===== src/design/cdac_pkg.sv =====
// Shared types, constants and the month-length table for the calendar date counter.
`default_nettype none

package cdac_pkg;

  localparam int DAY_W   = 5;
  localparam int MONTH_W = 4;
  localparam int YEAR_W  = 14;
  localparam int ADV_W   = 10;

  typedef logic [DAY_W-1:0]   day_t;
  typedef logic [MONTH_W-1:0] month_t;
  typedef logic [YEAR_W-1:0]  year_t;
  typedef logic [ADV_W-1:0]   adv_t;
  typedef logic               op_t;

  // Request operation codes.
  localparam op_t OP_LOAD    = 1'b0;
  localparam op_t OP_ADVANCE = 1'b1;

  // Defaults for the top-level parameters.
  localparam int MAX_ADVANCE_DEF = 1023;
  localparam int YEAR_MAX_DEF    = 9999;

  // State after reset: 1 January 2000, which is a leap year.
  localparam day_t   RESET_DAY   = 5'd1;
  localparam month_t RESET_MONTH = 4'd1;
  localparam year_t  RESET_YEAR  = 14'd2000;
  localparam logic   RESET_LEAP  = 1'b1;

  localparam day_t   FIRST_DAY    = 5'd1;
  localparam month_t FIRST_MONTH  = 4'd1;
  localparam month_t FEBRUARY     = 4'd2;
  localparam month_t DECEMBER     = 4'd12;
  localparam day_t   LEAP_FEB_LEN = 5'd29;

  // Month lengths indexed by the raw month code; codes outside 1..12 have no days.
  localparam day_t MONTH_LEN [16] = '{
    5'd0,  5'd31, 5'd28, 5'd31, 5'd30, 5'd31, 5'd30, 5'd31,
    5'd31, 5'd30, 5'd31, 5'd30, 5'd31, 5'd0,  5'd0,  5'd0
  };

  // Division of a year by 25 through a reciprocal: floor(y * 20972 / 2^19) is exact
  // for every 14-bit year.
  localparam int            RECIP_SHIFT = 19;
  localparam int            PROD_W      = 29;
  localparam int            QUOT_W      = PROD_W - RECIP_SHIFT;
  localparam logic [14:0]   RECIP_25    = 15'd20972;

  function automatic day_t days_in_month(month_t m, logic leap);
    day_t len;
    len = MONTH_LEN[m];
    if (m == FEBRUARY && leap) begin
      len = LEAP_FEB_LEN;
    end
    return len;
  endfunction

endpackage

`default_nettype wire


===== src/design/cdac_req_if.sv =====
// Request channel of the calendar date counter: operation, reference date and day count.
`default_nettype none

interface cdac_req_if;
  logic            valid;
  logic            ready;
  cdac_pkg::op_t    op;
  cdac_pkg::day_t   day;
  cdac_pkg::month_t month;
  cdac_pkg::year_t  year;
  cdac_pkg::adv_t   advance_days;

  modport source (output valid, op, day, month, year, advance_days, input ready);
  modport sink   (input valid, op, day, month, year, advance_days, output ready);
endinterface

`default_nettype wire


===== src/design/cdac_rsp_if.sv =====
// Result channel of the calendar date counter: stored date and compare flags.
`default_nettype none

interface cdac_rsp_if;
  logic             valid;
  logic             ready;
  cdac_pkg::day_t   cur_day;
  cdac_pkg::month_t cur_month;
  cdac_pkg::year_t  cur_year;
  logic             is_before;
  logic             is_equal;
  logic             is_after;

  modport source (output valid, cur_day, cur_month, cur_year, is_before, is_equal, is_after,
                  input ready);
  modport sink   (input valid, cur_day, cur_month, cur_year, is_before, is_equal, is_after,
                  output ready);
endinterface

`default_nettype wire


===== src/design/cdac_leap.sv =====
// Leap-year unit: divides the year by 25 through a reciprocal multiply.
`default_nettype none

module cdac_leap (
  input  wire logic            clk_i,
  input  wire cdac_pkg::year_t year_i,
  output logic                 leap_o
);

  logic [cdac_pkg::PROD_W-1:0] prod_q;
  cdac_pkg::year_t             year_q;
  logic [cdac_pkg::QUOT_W-1:0] quot;
  cdac_pkg::year_t             quot_x25;
  cdac_pkg::year_t             rem;
  logic                        div25;

  always_ff @(posedge clk_i) begin
    prod_q <= cdac_pkg::PROD_W'(year_i) * cdac_pkg::PROD_W'(cdac_pkg::RECIP_25);
    year_q <= year_i;
  end

  // The remainder of year / 25 is zero exactly when year - 25 * quotient is zero.
  assign quot     = prod_q[cdac_pkg::PROD_W-1:cdac_pkg::RECIP_SHIFT];
  assign quot_x25 = cdac_pkg::YEAR_W'({quot, 4'b0000}) + cdac_pkg::YEAR_W'({quot, 3'b000})
                  + cdac_pkg::YEAR_W'(quot);
  assign rem      = year_q - quot_x25;
  assign div25    = (rem == '0);

  // Divisible by 4 but not 100, or divisible by 400 (that is, by 16 and by 25).
  assign leap_o = ((year_q[1:0] == 2'b00) && !div25) || ((year_q[3:0] == 4'b0000) && div25);

endmodule

`default_nettype wire


===== src/design/calendar_date_advance_compare.sv =====
// Top level of the Gregorian calendar date counter with date compare.
`default_nettype none

// Channel  Direction  Interface    Contents
// req_i    in         cdac_req_if  op, day, month, year, advance_days
// rsp_o    out        cdac_rsp_if  cur_day, cur_month, cur_year, is_before, is_equal, is_after
//
// A load request passes through ST_LEAP1, ST_LEAP2 and ST_RESULT before its result is valid:
// the leap flag of the new year is worked out by the reciprocal unit. An advance request runs
// the day stepper for the clamped day count; it advances one day per cycle, but leaves
// ST_STEP for ST_LEAP1 and ST_LEAP2 at each new year. Reset puts the date at 1 January 2000.
// req_i.ready is high only while the sequencer is idle; a result waiting in the output
// register does not hold off the next request, but a second finished result waits for it.

module calendar_date_advance_compare #(
  parameter int MAX_ADVANCE = cdac_pkg::MAX_ADVANCE_DEF,
  parameter int YEAR_MAX    = cdac_pkg::YEAR_MAX_DEF
) (
  input  wire logic   clk_i,
  input  wire logic   rst_ni,
  cdac_req_if.sink    req_i,
  cdac_rsp_if.source  rsp_o
);

  // Day counter width and the width used to clamp the requested count.
  localparam int CNT_W  = $clog2(MAX_ADVANCE + 1);
  localparam int CLP_W  = (CNT_W > cdac_pkg::ADV_W) ? CNT_W : cdac_pkg::ADV_W;
  localparam logic [CLP_W-1:0] ADV_LIMIT = CLP_W'(MAX_ADVANCE);

  // Width used to compare the year against the wrap limit.
  localparam int YCMP_W = ($clog2(YEAR_MAX + 1) > cdac_pkg::YEAR_W) ?
                          $clog2(YEAR_MAX + 1) : cdac_pkg::YEAR_W;
  localparam logic [YCMP_W-1:0] YEAR_LIMIT = YCMP_W'(YEAR_MAX);

  // Sequencer states.
  localparam logic [2:0] ST_IDLE   = 3'd0;
  localparam logic [2:0] ST_LEAP1  = 3'd1;
  localparam logic [2:0] ST_LEAP2  = 3'd2;
  localparam logic [2:0] ST_STEP   = 3'd3;
  localparam logic [2:0] ST_RESULT = 3'd4;

  logic [2:0]       state_q, state_d;
  cdac_pkg::day_t   day_q, day_d;
  cdac_pkg::month_t month_q, month_d;
  cdac_pkg::year_t  year_q, year_d;
  logic             leap_q, leap_d;
  logic [CNT_W-1:0] cnt_q, cnt_d;
  logic             rsp_valid_q, rsp_valid_d;

  // Request payload held for the duration of the request.
  cdac_pkg::op_t    op_q, op_d;
  cdac_pkg::day_t   ref_day_q, ref_day_d;
  cdac_pkg::month_t ref_month_q, ref_month_d;
  cdac_pkg::year_t  ref_year_q, ref_year_d;

  // Output register.
  cdac_pkg::day_t   out_day_q, out_day_d;
  cdac_pkg::month_t out_month_q, out_month_d;
  cdac_pkg::year_t  out_year_q, out_year_d;
  logic             out_before_q, out_before_d;
  logic             out_equal_q, out_equal_d;
  logic             out_after_q, out_after_d;

  logic             req_fire;
  logic             unit_leap;
  logic [CLP_W-1:0] adv_ext;
  logic [CLP_W-1:0] adv_clamped;

  cdac_pkg::day_t   dim;
  logic [cdac_pkg::DAY_W:0] day_inc;
  logic             month_end;
  logic             year_end;
  logic             at_limit;
  cdac_pkg::year_t  next_year;
  logic             cmp_before;
  logic             cmp_equal;

  cdac_leap u_leap (
    .clk_i  (clk_i),
    .year_i (year_q),
    .leap_o (unit_leap)
  );

  assign req_i.ready = (state_q == ST_IDLE);
  assign req_fire    = req_i.valid && req_i.ready;

  // The day count is limited to MAX_ADVANCE.
  assign adv_ext     = CLP_W'(req_i.advance_days);
  assign adv_clamped = (adv_ext > ADV_LIMIT) ? ADV_LIMIT : adv_ext;

  // Next-day logic. A month code outside one to twelve has no days, so any day rolls over.
  assign dim       = cdac_pkg::days_in_month(month_q, leap_q);
  assign day_inc   = {1'b0, day_q} + (cdac_pkg::DAY_W + 1)'(1);
  assign month_end = day_inc > {1'b0, dim};
  assign year_end  = month_q >= cdac_pkg::DECEMBER;
  assign at_limit  = YCMP_W'(year_q) >= YEAR_LIMIT;
  assign next_year = at_limit ? '0 : year_q + cdac_pkg::YEAR_W'(1);

  // Compare the stored date with the reference date: year, then month, then day.
  always_comb begin
    if (year_q != ref_year_q) begin
      cmp_before = year_q < ref_year_q;
    end else if (month_q != ref_month_q) begin
      cmp_before = month_q < ref_month_q;
    end else begin
      cmp_before = day_q < ref_day_q;
    end
  end
  assign cmp_equal = (day_q == ref_day_q) && (month_q == ref_month_q) && (year_q == ref_year_q);

  always_comb begin
    state_d      = state_q;
    day_d        = day_q;
    month_d      = month_q;
    year_d       = year_q;
    leap_d       = leap_q;
    cnt_d        = cnt_q;
    op_d         = op_q;
    ref_day_d    = ref_day_q;
    ref_month_d  = ref_month_q;
    ref_year_d   = ref_year_q;
    out_day_d    = out_day_q;
    out_month_d  = out_month_q;
    out_year_d   = out_year_q;
    out_before_d = out_before_q;
    out_equal_d  = out_equal_q;
    out_after_d  = out_after_q;
    rsp_valid_d  = rsp_valid_q && !rsp_o.ready;

    unique case (state_q)
      ST_IDLE: begin
        if (req_fire) begin
          op_d        = req_i.op;
          ref_day_d   = req_i.day;
          ref_month_d = req_i.month;
          ref_year_d  = req_i.year;
          if (req_i.op == cdac_pkg::OP_LOAD) begin
            // Loaded dates are stored unchanged; only the leap flag must be refreshed.
            day_d   = req_i.day;
            month_d = req_i.month;
            year_d  = req_i.year;
            state_d = ST_LEAP1;
          end else begin
            cnt_d   = CNT_W'(adv_clamped);
            state_d = ST_STEP;
          end
        end
      end
      ST_LEAP1: begin
        state_d = ST_LEAP2;
      end
      ST_LEAP2: begin
        leap_d  = unit_leap;
        state_d = (op_q == cdac_pkg::OP_LOAD) ? ST_RESULT : ST_STEP;
      end
      ST_STEP: begin
        if (cnt_q == '0) begin
          state_d = ST_RESULT;
        end else begin
          cnt_d = cnt_q - CNT_W'(1);
          if (month_end) begin
            day_d = cdac_pkg::FIRST_DAY;
            if (year_end) begin
              // New year: recompute the leap flag before the next step.
              month_d = cdac_pkg::FIRST_MONTH;
              year_d  = next_year;
              state_d = ST_LEAP1;
            end else begin
              month_d = month_q + cdac_pkg::MONTH_W'(1);
            end
          end else begin
            day_d = day_inc[cdac_pkg::DAY_W-1:0];
          end
        end
      end
      ST_RESULT: begin
        // Wait until the output register is free or is being emptied this cycle.
        if (!rsp_valid_q || rsp_o.ready) begin
          out_day_d    = day_q;
          out_month_d  = month_q;
          out_year_d   = year_q;
          out_before_d = cmp_before;
          out_equal_d  = cmp_equal;
          out_after_d  = !cmp_before && !cmp_equal;
          rsp_valid_d  = 1'b1;
          state_d      = ST_IDLE;
        end
      end
      default: begin
        state_d = ST_IDLE;
      end
    endcase
  end

  always_ff @(posedge clk_i or negedge rst_ni) begin
    if (!rst_ni) begin
      state_q     <= ST_IDLE;
      day_q       <= cdac_pkg::RESET_DAY;
      month_q     <= cdac_pkg::RESET_MONTH;
      year_q      <= cdac_pkg::RESET_YEAR;
      leap_q      <= cdac_pkg::RESET_LEAP;
      cnt_q       <= '0;
      rsp_valid_q <= 1'b0;
    end else begin
      state_q     <= state_d;
      day_q       <= day_d;
      month_q     <= month_d;
      year_q      <= year_d;
      leap_q      <= leap_d;
      cnt_q       <= cnt_d;
      rsp_valid_q <= rsp_valid_d;
    end
  end

  always_ff @(posedge clk_i) begin
    op_q         <= op_d;
    ref_day_q    <= ref_day_d;
    ref_month_q  <= ref_month_d;
    ref_year_q   <= ref_year_d;
    out_day_q    <= out_day_d;
    out_month_q  <= out_month_d;
    out_year_q   <= out_year_d;
    out_before_q <= out_before_d;
    out_equal_q  <= out_equal_d;
    out_after_q  <= out_after_d;
  end

  assign rsp_o.valid     = rsp_valid_q;
  assign rsp_o.cur_day   = out_day_q;
  assign rsp_o.cur_month = out_month_q;
  assign rsp_o.cur_year  = out_year_q;
  assign rsp_o.is_before = out_before_q;
  assign rsp_o.is_equal  = out_equal_q;
  assign rsp_o.is_after  = out_after_q;

endmodule

`default_nettype wire

===== src/flat_wrapper.sv =====
// flat-port wrapper written by rule: the top's interface ports become plain ports
module calendar_date_advance_compare_flat 
#(
  parameter int MAX_ADVANCE = cdac_pkg::MAX_ADVANCE_DEF,
  parameter int YEAR_MAX    = cdac_pkg::YEAR_MAX_DEF
)
  (clk_i, rst_ni, req_i_valid, req_i_op, req_i_day, req_i_month, req_i_year, req_i_advance_days, req_i_ready, rsp_o_valid, rsp_o_cur_day, rsp_o_cur_month, rsp_o_cur_year, rsp_o_is_before, rsp_o_is_equal, rsp_o_is_after, rsp_o_ready);
  cdac_req_if req_i_i ();
  cdac_rsp_if rsp_o_i ();
  input  wire logic clk_i;
  input  wire logic rst_ni;
  input wire logic [$bits(req_i_i.valid)-1:0] req_i_valid;
  input wire logic [$bits(req_i_i.op)-1:0] req_i_op;
  input wire logic [$bits(req_i_i.day)-1:0] req_i_day;
  input wire logic [$bits(req_i_i.month)-1:0] req_i_month;
  input wire logic [$bits(req_i_i.year)-1:0] req_i_year;
  input wire logic [$bits(req_i_i.advance_days)-1:0] req_i_advance_days;
  output wire logic [$bits(req_i_i.ready)-1:0] req_i_ready;
  output wire logic [$bits(rsp_o_i.valid)-1:0] rsp_o_valid;
  output wire logic [$bits(rsp_o_i.cur_day)-1:0] rsp_o_cur_day;
  output wire logic [$bits(rsp_o_i.cur_month)-1:0] rsp_o_cur_month;
  output wire logic [$bits(rsp_o_i.cur_year)-1:0] rsp_o_cur_year;
  output wire logic [$bits(rsp_o_i.is_before)-1:0] rsp_o_is_before;
  output wire logic [$bits(rsp_o_i.is_equal)-1:0] rsp_o_is_equal;
  output wire logic [$bits(rsp_o_i.is_after)-1:0] rsp_o_is_after;
  input wire logic [$bits(rsp_o_i.ready)-1:0] rsp_o_ready;
  assign req_i_i.valid = req_i_valid;
  assign req_i_i.op = req_i_op;
  assign req_i_i.day = req_i_day;
  assign req_i_i.month = req_i_month;
  assign req_i_i.year = req_i_year;
  assign req_i_i.advance_days = req_i_advance_days;
  assign req_i_ready = req_i_i.ready;
  assign rsp_o_valid = rsp_o_i.valid;
  assign rsp_o_cur_day = rsp_o_i.cur_day;
  assign rsp_o_cur_month = rsp_o_i.cur_month;
  assign rsp_o_cur_year = rsp_o_i.cur_year;
  assign rsp_o_is_before = rsp_o_i.is_before;
  assign rsp_o_is_equal = rsp_o_i.is_equal;
  assign rsp_o_is_after = rsp_o_i.is_after;
  assign rsp_o_i.ready = rsp_o_ready;
  calendar_date_advance_compare #(.MAX_ADVANCE(MAX_ADVANCE), .YEAR_MAX(YEAR_MAX)) u_core (.clk_i(clk_i), .rst_ni(rst_ni), .req_i(req_i_i), .rsp_o(rsp_o_i));
endmodule

===== config.mk =====
export PLATFORM = sky130hd
export DESIGN_NAME = calendar_date_advance_compare_flat
export DESIGN_NICKNAME = d
export VERILOG_FILES = /design/src/design/cdac_pkg.sv /design/src/design/cdac_req_if.sv /design/src/design/cdac_rsp_if.sv /design/src/design/cdac_leap.sv /design/src/design/calendar_date_advance_compare.sv /design/src/flat_wrapper.sv
export SDC_FILE = /design/constraint.sdc
export NUM_CORES = 1
export LEC_CHECK = 0
export BUFFER_PORTS_ARGS = -buffer_cell sky130_fd_sc_hd__buf_2
export CAP_MARGIN = 20
export CORE_UTILIZATION = 55
export DETAILED_ROUTE_END_ITERATION = 10
export HOLD_SLACK_MARGIN = 0.02
export PLACE_DENSITY = 0.78
export SKIP_CTS_REPAIR_TIMING = 1
export SLEW_MARGIN = 10
export SYNTH_ARGS = -nofsm -noshare
export SYNTH_HDL_FRONTEND = slang
export SYNTH_SLANG_ARGS = --single-unit
export TNS_END_PERCENT = 10

===== constraint.sdc =====
create_clock -name clk_i -period 6.2 [get_ports clk_i]
set_input_delay 0.31 -clock clk_i [delete_from_list [all_inputs] [get_ports clk_i]]
set_output_delay 0.31 -clock clk_i [all_outputs]
set_load 0.01 [all_outputs]

==> results of run 1 <==
==> per-stage QoR <==
stage | instances | setup slack [ps] | cell area, um2 | utilization
CTS | 1255 | 802 | 10600 | 0.613
global route | 1256 | 584 | 10700 | 0.614
finish | 1256 | 840 | 10700 | 0.614
floorplan | 961 | 1220 | 9780 | -
global placement | 1238 | 906 | 10300 | 0.596
detailed placement | 1239 | 854 | 10400 | 0.597
==> cell usage after synthesis, types with 9 or more instances <==
library cell	count	share of area
xnor2_1	9	0.0081
nor3_1	26	0.013
nand3_1	14	0.0072
inv_1	182	0.070
o21ai_0	32	0.016
nor2_1	51	0.020
nand2_1	34	0.013
and3_1	9	0.0058
dfxtp_1	24	0.049
nand2b_1	9	0.0058
edfxtp_1	50	0.15
fa_1	79	0.16
dfstp_2	9	0.024
ha_1	164	0.21
o21ai_1	22	0.011
a21oi_1	62	0.032
o22ai_1	9	0.0058
nor2b_1	11	0.0070
dfrtp_1	29	0.074
clkbuf_1	12	0.0046
==> routing by layer <==
| metal | wire (um) | part of all wire | GRT usage |
|---|---|---|---|
| met5 | 0 | 0 | 0 |
| met4 | 488 | 0.024 | 0.0830 |
| met3 | 959 | 0.047 | 0.0224 |
| met2 | 9820 | 0.48 | 0.392 |
| met1 | 9220 | 0.45 | 0.326 |
==> cell families (layout without fill, tap and decap cells) <==
kind of cell / Yosys count / count (layout) / share of synthesized area
buffers and inverters: 202 / 272 / 0.0796
DFF: 112 / 112 / 0.301
adders and majority gates: 243 / 243 / 0.372
xor gates and xnor gates: 17 / 17 / 0.0166
AOI/OAI and AO/OA: 198 / 198 / 0.132
and+or+nand+nor: 184 / 184 / 0.0940
muxes: 5 / 5 / 0.00512
==> worst reg2reg max path: cells and delay by family, from the launching register on <==
| family | cells | cell delay, ps |
|---|---|---|
| AO/OA/AOI/OAI | 5 | 1130 |
| buffers and inverters | 4 | 310 |
| XOR/XNOR | 1 | 120 |
| adder cells (fa/ha/maj) | 6 | 2620 |
| AND/OR/NAND/NOR | 1 | 400 |
| flip-flops | 1 | 700 |
==> cells in the final DEF (no fill, tap or decap), types with 3 or more instances in the layout <==
cell and count:
nand4_1 7, nor3_1 26, nor4_1 3, a32oi_1 4, clkbuf_16 9, a21oi_1 62, nand2_1 34, dfstp_2 9
nor2b_1 11, nand3_1 14, edfxtp_1 50, a211oi_1 6, a21oi_2 5, buf_4 7, xnor2_1 9, xor2_1 7
nor2_1 51, a21o_1 4, and3_1 9, o21ai_1 22, fa_1 79, o22ai_1 9, nand2b_1 9, buf_2 65
o21ai_0 32, ha_1 164, and2_1 3, o211ai_1 3, a211o_1 4, o21a_1 8, a31oi_1 3, and4_1 4
dfxtp_1 24, a22oi_1 8, o31ai_1 3, a221oi_1 4, mux2i_1 5, dfrtp_1 29, inv_1 182
==> layout make-up <==
cell class,count,area share
tap,225,0.0264
clock inverter,5,0.00446
clock buffer,11,0.0228
multi-input combinational,647,0.568
inverter,182,0.0641
timing repair buffer,74,0.0383
sequential,112,0.276
==> worst paths after layout <==
kind | end | cells after the start
min in group clk_i | u_core.ref_day_q[3]$_DFFE_PP_ | 1
max | u_core.u_leap.prod_q[24]$_DFF_P_ | 17
max reg2reg | u_core.u_leap.prod_q[24]$_DFF_P_ | 17
max in group asynchronous | u_core.cnt_q[4]$_DFFE_PN0P_ | 1
min | u_core.day_q[1]$_DFFE_PN0P_ | 1
min reg2reg | u_core.cnt_q[9]$_DFFE_PN0P_ | 2
==> sequential cells by signal, indices dropped and copies added (netlist names) <==
| signal | count |
|---|---|
| u_core.ref_year_q | 14 |
| u_core.rsp_o.cur_year | 14 |
| u_core.u_leap.year_q | 14 |
| u_core.year_q | 14 |
| u_core.cnt_q | 10 |
| u_core.u_leap.prod_q | 10 |
| u_core.day_q | 5 |
| u_core.ref_day_q | 5 |
| u_core.rsp_o.cur_day | 5 |
| u_core.month_q | 4 |
| u_core.ref_month_q | 4 |
| u_core.rsp_o.cur_month | 4 |
| u_core.state_q | 3 |
| u_core.leap_q | 1 |
| u_core.op_q | 1 |
| u_core.rsp_o.is_after | 1 |
| u_core.rsp_o.is_before | 1 |
| u_core.rsp_o.is_equal | 1 |
| u_core.rsp_o.valid | 1 |
==> summary.md, run 1 <==
| Metric | Value |
|---|---|
| Detail Route Antenna Nets | `0` |
| Initial Utilization | `0.563` |
| Synth cell types | `69` |
| Max FO, Critical Path | `12` |
| Total CTS buffers | `9` |
| Initial antenna violation count | `0` |
| Top_reg_cell synth | `edfxtp_1` |
| Status | `finished clean` |
| DR vias | `7,042` |
| Reg area | `2940 um2` |
| Routability-driven placement congestion ratio | `0.906` |
| Chip width | `135 um` |
| Max_cap viols | `0` |
| Crit path cell chain | `inv_1 -> fa_1 -> inv_1 -> ha_1 -> fa_1 -> inv_1 -> fa_1 -> fa_1 -> inv_1 -> ha_1 -> a21o_1 -> a211o_1 -> a211oi_2 -> a211oi_2 -> or3_4 -> a21oi_2 -> xnor2_1` |
| Critical path capture point type | `flop` |
| Fillers | `1,342` |
| CTS H-tree lvls | `3` |
| Slew @ Worst Pin | `974 ps` |
| Startpoint Class | `flop` |
| Clock Path Buffers | `2` |
| Delay-heaviest family, CP | `adder cells` |
| Die Area | `18,300 um2` |
| EDFF count, synth | `50` |
| Chip Height | `135 um` |
| CP max-delay cell | `dfstp_2` |
| PortBufs | `65` |
| Gr usage total | `0.237` |
| Mapped Area | `9780 um2` |
| Slew HR | `0.348` |
| Fmax achieved | `0.187 GHz` |
| Core ar. | `17,400 um2` |
| Routed WL | `20,500 um` |
| Clock latency on the worst-skew pair | `360 ps` |
| Flops & latches, synth | `112` |
| WP data arrival | `5640 ps` |
| Minimum clock period | `5360 ps` |
| Post-Synthesis Cells | `961` |
| Remaining DRCs | `0` |
| Pins over their slew limit | `0` |
| Synth-to-layout area growth | `9.05%` |
| Starting DRT DRC Count | `382` |
| Vias in the first global route | `6,911` |
| Final hold viol count | `0` |
| Crit path kind | `reg -> reg` |
| Largest stage delay on the critical path | `700 ps` |
| DRT Pass-1 Iters | `5` |
| RSZ-0062 raised after global routing | `no` |
| Routed wire length per instance | `16.3 um` |
| Clock Sink Count | `112` |
| Sequential area share after synthesis | `0.301` |
| Final period utilization | `0.865` |
| HPWL after DPL | `16,300 um` |
| CTS tree | `yes` |
| Area occupied by multi-input gates | `6060 um2` |
| IO Pins | `66` |
| RR Startpoint | `u_core.year_q[4]$_DFFE_PN1P_` |
| Via/cell ratio | `5.61` |
| Global route total overflow | `0` |
| Min Hold Slack | `84.8 ps` |
| Largest net degree at the start of global routing | `52` |
| Flop2flop setup slack | `840 ps` |
| Setup TNS | `0 ps` |
| HP Class | `in -> async` |
| Clk slew on worst S/H paths | `80 ps` |
| First-pass GRT wire length | `33,800 um` |
| Share of cells above drive strength 1 | `0.112` |
| Syn_nets | `1,242` |
| Crit path from | `u_core.year_q[4]$_DFFE_PN1P_` |
| Syn Area/Cell | `10.2 um2` |
| Nets | `1,307` |
| CP required | `6480 ps` |
| Ys Warns | `0` |
| CTS Root Cell | `clkbuf_16` |
| Buf+Inv Stages, Crit Path | `4` |
| FP Rows | `48` |
| Clk_skew | `13.5 ps` |
| Inserted Diodes | `0` |
| Fraction of registers with async set/reset | `0.339` |
| Final setup violation count | `0` |
Power of run 1 is not shown: default switching activity piles up to over one toggle a cycle in this logic, so the estimate is an artifact.
==> run 2, diff against run 1 <==
- clock period: 6.2 -> 5.25 ns (I/O delays scaled with it)
==> run 2 against run 1 <==
  * Final cell count increased by 1.0%
  * Cell area increased by 1.1%
  * Via count increased by 3.0%
  * First-iteration DRC count increased by 25%
  * Worst hold slack got worse by 46 ps
  * Flip-flop and latch count is the same
  * Sequential share of layout area decreased by 0.31 points
  * Maximum frequency grew 6.1%
  * Highest routed layer unchanged
  * Clock skew grew 2.8 ps
  * Die area stayed put
==> summary.md, run 2 (synthesis gave the netlist of run 1 again) <==
| Metric | Value |
|---|---|
| Most frequent cells in the layout | `181 x inv_1, 164 x ha_1, 79 x fa_1` |
| Minimum clock period | `5050 ps` |
| Detail Route Antenna Nets | `0` |
| Chip width | `135 um` |
| Detailed-routed wire length on met2 | `10,300 um` |
| Final period utilization | `0.962` |
| Routed WL | `21,100 um` |
| Chip Height | `135 um` |
| Gr usage total | `0.247` |
| CTS Root Cell | `clkbuf_16` |
| Share of cells above drive strength 1 | `0.125` |
| HPWL after DPL | `17,200 um` |
| Pins over their slew limit | `0` |
| Util after Layout | `0.621` |
| PortBufs | `65` |
| Max_cap viols | `0` |
| CTS H-tree lvls | `3` |
| Metal-1 WL | `9610 um` |
| Die Area | `18,300 um2` |
| Vias in the first global route | `7,123` |
| Placed Cells | `1,250` |
| Finished Cell Area | `10,800 um2` |
| Routability-driven placement congestion ratio | `0.874` |
| Fmax achieved | `0.198 GHz` |
| Status | `finished clean` |
| Global route total overflow | `0` |
| WP data arrival | `5340 ps` |
| Final setup violation count | `0` |
| Via/cell ratio | `5.71` |
| Crit path kind | `reg -> reg` |
| Clock Path Buffers | `2` |
| Routed wire length per instance | `16.7 um` |
| Most common cell after layout, fill and taps aside | `inv_1` |
| Remaining DRCs | `0` |
| Clk_skew | `16.3 ps` |
| WL met3 | `822 um` |
| Slew @ Worst Pin | `946 ps` |
| Inserted Diodes | `0` |
| FP Rows | `48` |
| DP Area | `10,400 um2` |
| Critical path capture point type | `flop` |
| Min Hold Slack | `38.5 ps` |
| CTS tree | `yes` |
| Initial antenna violation count | `0` |
| Starting DRT DRC Count | `478` |
| Slew HR | `0.370` |
| Synth-to-layout area growth | `10.3%` |
| Top layer in use | `met4` |
| DR vias | `7,250` |
| Nets | `1,320` |
| CP required | `5540 ps` |
| Clk slew on worst S/H paths | `90 ps` |
| Clock Sink Count | `112` |
| Max FO, Critical Path | `12` |
| Core ar. | `17,400 um2` |
| HP Class | `in -> async` |
| Total CTS buffers | `9` |
| Startpoint Class | `flop` |
| First-pass GRT wire length | `35,000 um` |
| Non-filler instance count after layout | `1,269` |
| Clock latency on the worst-skew pair | `370 ps` |
| Final hold viol count | `0` |
| Largest net degree at the start of global routing | `52` |
| IO Pins | `66` |
| DRT Pass-1 Iters | `7` |
| Initial Utilization | `0.563` |
## run 2: cell count changes in the layout (fill, tap and decap cells not counted), sizes merged
cell      before  now
buf           74   87
clkbuf        11   10
clkinv         1    2
clkinvlp       1    0
inv          185  186
## run 2: final cells by class
cell class                      count  area, um2
Multi-Input combinational cell    647       6070
Clock inverter                      6       53.8
Sequential cell                   112       2940
Fill cell                        1412       6570
Clock buffer                       10        250
Timing Repair Buffer               87        498
Tap cell                          225        282
Inverter                          182        683
## run 2: worst max-delay path, cell delays in order (launching register included)
cell	delay, ps
dfstp_2	730
ha_1	330
fa_1	410
fa_1	500
inv_1	60
fa_1	470
fa_1	550
inv_1	40
ha_1	290
a21o_1	180
a211o_1	320
a211oi_4	310
a211oi_4	120
or3_4	390
a21oi_2	150
xnor2_1	120
## run 2: per-layer routing
metal	track usage	vias to the layer above
met5	0	-
met4	0.0774	0
met3	0.0355	44
met2	0.413	182
met1	0.331	3577
li1	-	3447
## run 2: final timing paths
| kind | depth (start not counted) | end | startpoint | slack, ps |
|---|---|---|---|---|
| setup / recovery | 15 | u_core.u_leap.prod_q[24]$_DFF_P_ | u_core.year_q[9]$_DFFE_PN1P_ | 200 |
| hold / removal | 1 | u_core.cnt_q[0]$_DFFE_PN0P_ | rst_ni | 40 |
| setup reg to reg | 15 | u_core.u_leap.prod_q[24]$_DFF_P_ | u_core.year_q[9]$_DFFE_PN1P_ | 200 |
| hold reg to reg | 2 | u_core.rsp_o.valid$_DFF_PN0_ | u_core.rsp_o.valid$_DFF_PN0_ | 530 |
| max in group asynchronous | 1 | u_core.rsp_o.valid$_DFF_PN0_ | rst_ni | 4610 |
| min in group clk_i | 1 | u_core.ref_year_q[3]$_DFFE_PP_ | req_i_year[3] | 90 |
## run 2: through the flow
step | setup slack (ps) | TNS, ps
after floorplan | 266 | 0
after global placement | 188 | 0
after detailed placement | 157 | 0
after CTS | 122 | 0
after global routing | -0.683 | -0.683
final | 198 | 0
Power of run 2 is left out for the same reason.
